--- config.mk ---
export PLATFORM = sky130hd
export DESIGN_NAME = rsc_div
export DESIGN_NICKNAME = d
export VERILOG_FILES = /design/src/sv/rv32_subset_core_step_assert.svh /design/src/sv/rsc_pkg.sv /design/src/sv/rsc_div.sv
export SDC_FILE = /design/constraint.sdc
export NUM_CORES = 1
export LEC_CHECK = 0
export ABC_AREA = 0
export ABC_CLOCK_PERIOD_IN_PS = 3400
export BUFFER_PORTS_ARGS = -buffer_cell sky130_fd_sc_hd__buf_2
export CORE_MARGIN = 2
export CORE_UTILIZATION = 35
export CTS_CLUSTER_SIZE = 24
export DETAILED_ROUTE_END_ITERATION = 7
export SKIP_LAST_GASP = 1
export SLEW_MARGIN = 10
export SYNTH_ARGS = -nofsm -noshare
export SYNTH_HDL_FRONTEND = slang
export SYNTH_SLANG_ARGS = --single-unit
--- constraint.sdc ---
create_clock -name clk_i -period 3.4 [get_ports clk_i]
set_input_delay 0.68 -clock clk_i [delete_from_list [all_inputs] [get_ports clk_i]]
set_output_delay 0.68 -clock clk_i [all_outputs]
set_load 0.01 [all_outputs]
--- src/sv/rv32_subset_core_step_assert.svh ---
// assertion macros for the rv32 subset core step
// depends on nothing; included by the top level
`ifndef RV32_SUBSET_CORE_STEP_ASSERT_SVH
`define RV32_SUBSET_CORE_STEP_ASSERT_SVH
// implication checked on every rising clock edge outside reset
`define RSC_ASSERT_IMP(label, clk, rst_n, pre, post) \
  label: assert property (@(posedge clk) disable iff (!rst_n) (pre) |-> (post)) \
    else $error("assertion failed");
// next-cycle implication
`define RSC_ASSERT_NEXT(label, clk, rst_n, pre, post) \
  label: assert property (@(posedge clk) disable iff (!rst_n) (pre) |=> (post)) \
    else $error("assertion failed");
`endif

--- src/sv/rsc_pkg.sv ---
// package for the rv32 subset core step: opcodes, codes and types
// depends on nothing
package rsc_pkg;
  localparam logic [6:0] OpcLoad   = 7'b0000011;
  localparam logic [6:0] OpcStore  = 7'b0100011;
  localparam logic [6:0] OpcReg    = 7'b0110011;
  localparam logic [6:0] OpcImm    = 7'b0010011;
  localparam logic [6:0] OpcLui    = 7'b0110111;
  localparam logic [6:0] OpcAuipc  = 7'b0010111;
  localparam logic [6:0] OpcBranch = 7'b1100011;
  localparam logic [6:0] OpcJal    = 7'b1101111;
  localparam logic [6:0] OpcJalr   = 7'b1100111;
  localparam logic [6:0] F7MulDiv  = 7'b0000001;
  localparam logic [6:0] F7Sub     = 7'b0100000;
  localparam logic [31:0] HaltMagic = 32'hDEADBEEF;
  localparam logic [1:0] HaltRun   = 2'd0;
  localparam logic [1:0] HaltZero  = 2'd1;
  localparam logic [1:0] HaltMagicCode = 2'd2;

  typedef struct packed {
    logic        start;
    logic        rem;
    logic [31:0] dividend;
    logic [31:0] divisor;
  } div_req_t;
endpackage

--- src/sv/rsc_div.sv ---
// unsigned iterative divider, one quotient bit per cycle
// depends on rsc_pkg
module rsc_div
  import rsc_pkg::*;
(
  input  logic        clk_i,
  input  logic        rst_ni,
  input  div_req_t    req_i,
  output logic        done_o,
  output logic [31:0] result_o
);
  logic [31:0] quo_q, quo_d, rem_q, rem_d, dvs_q, dvs_d;
  logic [5:0]  cnt_q, cnt_d;
  logic        busy_q, busy_d, done_q, done_d, sel_q, sel_d;
  logic [32:0] trial;

  always_comb begin
    quo_d = quo_q; rem_d = rem_q; dvs_d = dvs_q; cnt_d = cnt_q;
    busy_d = busy_q; done_d = 1'b0; sel_d = sel_q;
    trial = {rem_q, quo_q[31]} - {1'b0, dvs_q};
    if (req_i.start) begin
      quo_d = req_i.dividend; rem_d = '0; dvs_d = req_i.divisor;
      cnt_d = 6'd32; busy_d = 1'b1; sel_d = req_i.rem;
    end else if (busy_q) begin
      if (!trial[32]) begin
        rem_d = trial[31:0];
        quo_d = {quo_q[30:0], 1'b1};
      end else begin
        rem_d = {rem_q[30:0], quo_q[31]};
        quo_d = {quo_q[30:0], 1'b0};
      end
      cnt_d = cnt_q - 6'd1;
      if (cnt_q == 6'd1) begin
        busy_d = 1'b0; done_d = 1'b1;
      end
    end
  end

  always_ff @(posedge clk_i or negedge rst_ni) begin
    if (!rst_ni) begin
      busy_q <= 1'b0; done_q <= 1'b0; cnt_q <= '0; sel_q <= 1'b0;
    end else begin
      busy_q <= busy_d; done_q <= done_d; cnt_q <= cnt_d; sel_q <= sel_d;
    end
  end

  always_ff @(posedge clk_i) begin
    quo_q <= quo_d; rem_q <= rem_d; dvs_q <= dvs_d;
  end

  // divide by zero falls out of restoring division: all ones and the dividend
  assign done_o   = done_q;
  assign result_o = sel_q ? rem_q : quo_q;
endmodule

==> flow_summary_export.csv <==
group,metric,value,unit
timing,finalSetupTns,0,ns
floorplan,die_area,19600,sq um
timing,worst_pin_slew,0.659,ns
worst_setup_path,worstSetupEndpointType,"register",
power_and_ir_drop,p_sw_share,39.0,%
cts,post-cts-setup-buffer-count,0,
final_layout,design_area,7520,sq um
synthesis,synth_area_leaders,"edfxtp_1, mux2_2, dfxtp_1",
final_layout,drive_gt1_share,28.4,%
floorplan,fp-row-count,49,
cts,clock_path_buffers,2,
synthesis,synth-seq-area-share,43.0,%
synthesis,async_flop_share,8.57,%
timing,finalHoldViolCount,0,
detailed_routing,drt_iter0_markers,256,
synthesis,netlist_area,6480,sq um
timing,slew_viol_final,0,
placed_design,place.gp.congestion,0.903,
final_layout,n_fill_cell,1818,
cts,insertion_delay,0.36,ns
cts,ctsHoldBuffers,0,
worst_setup_path,r2r_cells,12,
worst_setup_path,slowest_stage,"and4b_2",
final_layout,fin_nets,831,
detailed_routing,ant_nets,0,
detailed_routing,via_count,4905,
power_and_ir_drop,power.switching,2.36,mW
global_routing,antenna_found_initial,0,
timing,final-setup-viol-count,0,
global_routing,grt.total_usage,15.6,%
floorplan,die_y,140,um
final_layout,area_delta_synth_final,16.1,%
detailed_routing,dr.pass1.iters,8,
synthesis,synth.most_common_cell,"nor2_1",
floorplan,die_w,140,um
final_layout,n_antenna_cell,0,
worst_setup_path,crit_fanout,26,
global_routing,grt_pass1_vias,4924,
cts,cts_tree,"done",
worst_setup_path,crit_chain,"inv_1 -> ha_1 -> fa_1 -> nand2b_1 -> a21oi_1 -> o21ai_4 -> a211oi_2 -> nor4b_1 -> and4b_2 -> buf_12 -> mux2i_1 -> a211oi_1",
placed_design,placed_cell_area,7190,sq um
cts,root_buffer,"clkbuf_16",
placed_design,io_buffers,100,
detailed_routing,wl_met3,495,um
cts,clk_pin_slew,0.07,ns
synthesis,syn-num-nets,742,
synthesis,avgSynthCellArea,10.1,sq um
cts,h-tree-depth,3,
detailed_routing,wl_met1,7.44,mm
power_and_ir_drop,p_seq_share,32.1,%
status,status,"complete, but fails checks",
global_routing,grt_pass1_wl,24.4,mm
synthesis,synth_top_area_share,29.7,%
synthesis,synth_area_leader_cell,"edfxtp_1",
timing,slew_headroom,55.5,%
power_and_ir_drop,intPower,3.68,mW
detailed_routing,dr_wl_met2,6.60,mm
detailed_routing,routedWlPerCell,15.3,um
status,violations,"DRC",
power_and_ir_drop,p_total,6.04,mW
power_and_ir_drop,p_leak,3.27,nW
worst_setup_path,cpPeakStageDelay,0.48,ns
worst_setup_path,criticalPathCategory,"register to register",
floorplan,core,18100,sq um
detailed_routing,post-route-drc-count,5,
placed_design,dp_hpwl,11.1,mm
global_routing,grt_max_degree,54,
detailed_routing,vias_per_cell,5.10,
power_and_ir_drop,comb_power_share,48.6,%
cts,cts_sinks,105,
synthesis,synth-edff-count,64,
synthesis,syn_inst,639,
detailed_routing,dr.max_layer_used,"met4",
timing,rsz0062_at_grt,"false",
synthesis,synthFlopType,"edfxtp_1",
power_and_ir_drop,p_per_area,802,nW/um^2
worst_setup_path,crit_path_start_kind,"register",
timing,post-route-period-util,93.0,%
run,drv_cap,0,
timing,fin_crit,3.16,ns
power_and_ir_drop,clockPowerShare,19.3,%
timing,fmax,0.316,GHz
power_and_ir_drop,vdd_drop_max,0.309,mV
synthesis,ys_seq_elements,105,
worst_setup_path,cp.required,3.62,ns
floorplan,num_io_pins,101,
synthesis,synth_common_cells,"nor2_1, edfxtp_1, mux2_2, a21oi_1, inv_1",
cts,cts_buffers,9,
synthesis,synth_warnings,0,
min_path,hp-class,"primary input to async pin",
timing,skew,0.0135,ns
worst_setup_path,cp.arrival,3.39,ns
global_routing,overflow,0,
detailed_routing,drt-total-wl,14.8,mm
cts,cts_resized,0,
synthesis,synth_cell_types,69,
floorplan,initial_utilization,35.8,%
flip-flops by register name (all words and copies together), names as in the netlist:
name / count
busy_q: 1
done_o: 1
cnt_q: 6
rem_q: 32
quo_q: 32
sel_q: 1
dvs_q: 32
power groups by stage:
stage	logic (mW)	clock network, mW	registers [mW]
floorplan	2.40	0	1.86
global placement	2.93	0	1.96
detailed placement	2.94	0	1.96
CTS	2.96	1.20	1.94
global route	3.30	1.24	1.98
finish	2.94	1.17	1.94
worst paths after layout:
check	start	to	slack [ns]
setup / recovery	quo_q[31]	rem_q[18]	0.24
hold / removal	rst_ni	cnt_q[1]	0.16
setup reg to reg	quo_q[31]	rem_q[18]	0.24
hold reg to reg	rem_q[24]	rem_q[24]	0.52
max in group asynchronous	rst_ni	sel_q	3.05
min in group clk_i	req_i[4]	dvs_q[4]	0.49
layer usage:
| layer | vias to the layer above | global-route usage, % |
|---|---|---|
| li1 | 2499 | - |
| met2 | 87 | 25.0 |
| met5 | - | 0 |
| met3 | 13 | 3.15 |
| met1 | 2306 | 21.0 |
| met4 | 0 | 5.48 |
through the flow:
stage / setup slack [ns] / cells / hold slack, ns / utilization [%]
floorplan: 0.623 / 639 / 0.384 / -
global placement: 0.366 / 946 / 0.506 / 39.8
detailed placement: 0.266 / 946 / 0.510 / 39.8
CTS: 0.231 / 962 / 0.157 / 41.6
global route: 0.0193 / 962 / 0.162 / 41.6
finish: 0.239 / 962 / 0.164 / 41.6
cell families after synthesis:
group / count (synthesis) / share of synthesized area [%]
AND/OR/NAND/NOR: 165 / 12.0
AO/OA/AOI/OAI: 155 / 16.1
flip-flops: 105 / 43.0
buffers and inverters: 76 / 5.48
multiplexers: 71 / 12.2
adder cells (fa/ha/maj): 35 / 6.88
XOR/XNOR: 32 / 4.33
critical path: cells and delay by family, from the launching register on:
family                     cells  cell delay [ns]
AOI/OAI and AO/OA              4             0.82
adders and majority gates      2             0.62
muxes                          1             0.22
and+or+nand+nor                3             0.74
buffers and inverters          2             0.26
DFF                            1             0.34
final cells by class:
cell class | count | area [sq um] | area share [%]
multi-input cells | 458 | 3340 | 44.4
inverters | 44 | 165 | 2.20
clock buffers | 12 | 258 | 3.43
repair buffers | 110 | 616 | 8.18
clock inverters | 4 | 73.8 | 0.981
well taps | 229 | 287 | 3.81
flip-flops and latches | 105 | 2790 | 37.1
cell usage in the layout, fill, tap and decap left out, types with 3 or more instances in the layout:
| cell type | Yosys | routed |
|---|---|---|
| o211ai_1 | 3 | 3 |
| dfxtp_1 | 32 | 32 |
| a211oi_1 | 27 | 27 |
| nor3_1 | 9 | 9 |
| mux2i_1 | 7 | 7 |
| xnor2_1 | 12 | 12 |
| inv_1 | 44 | 44 |
| nand4_1 | 7 | 7 |
| clkbuf_16 | 0 | 10 |
| buf_12 | 0 | 3 |
| xor2_1 | 20 | 20 |
| a21oi_1 | 60 | 60 |
| a21o_1 | 9 | 9 |
| o21ai_0 | 13 | 13 |
| nor2_1 | 73 | 73 |
| o21a_1 | 3 | 3 |
| dfrtp_1 | 9 | 9 |
| buf_4 | 1 | 8 |
| edfxtp_1 | 64 | 64 |
| buf_2 | 7 | 99 |
| nand2b_1 | 7 | 7 |
| nand2_1 | 36 | 36 |
| nand3_1 | 11 | 11 |
| o41ai_1 | 3 | 3 |
| o311ai_1 | 4 | 4 |
| a31oi_1 | 7 | 7 |
| o21bai_1 | 3 | 3 |
| mux2_2 | 64 | 64 |
| ha_1 | 34 | 34 |
No activity file was read; power rests on OpenSTA's default activity.
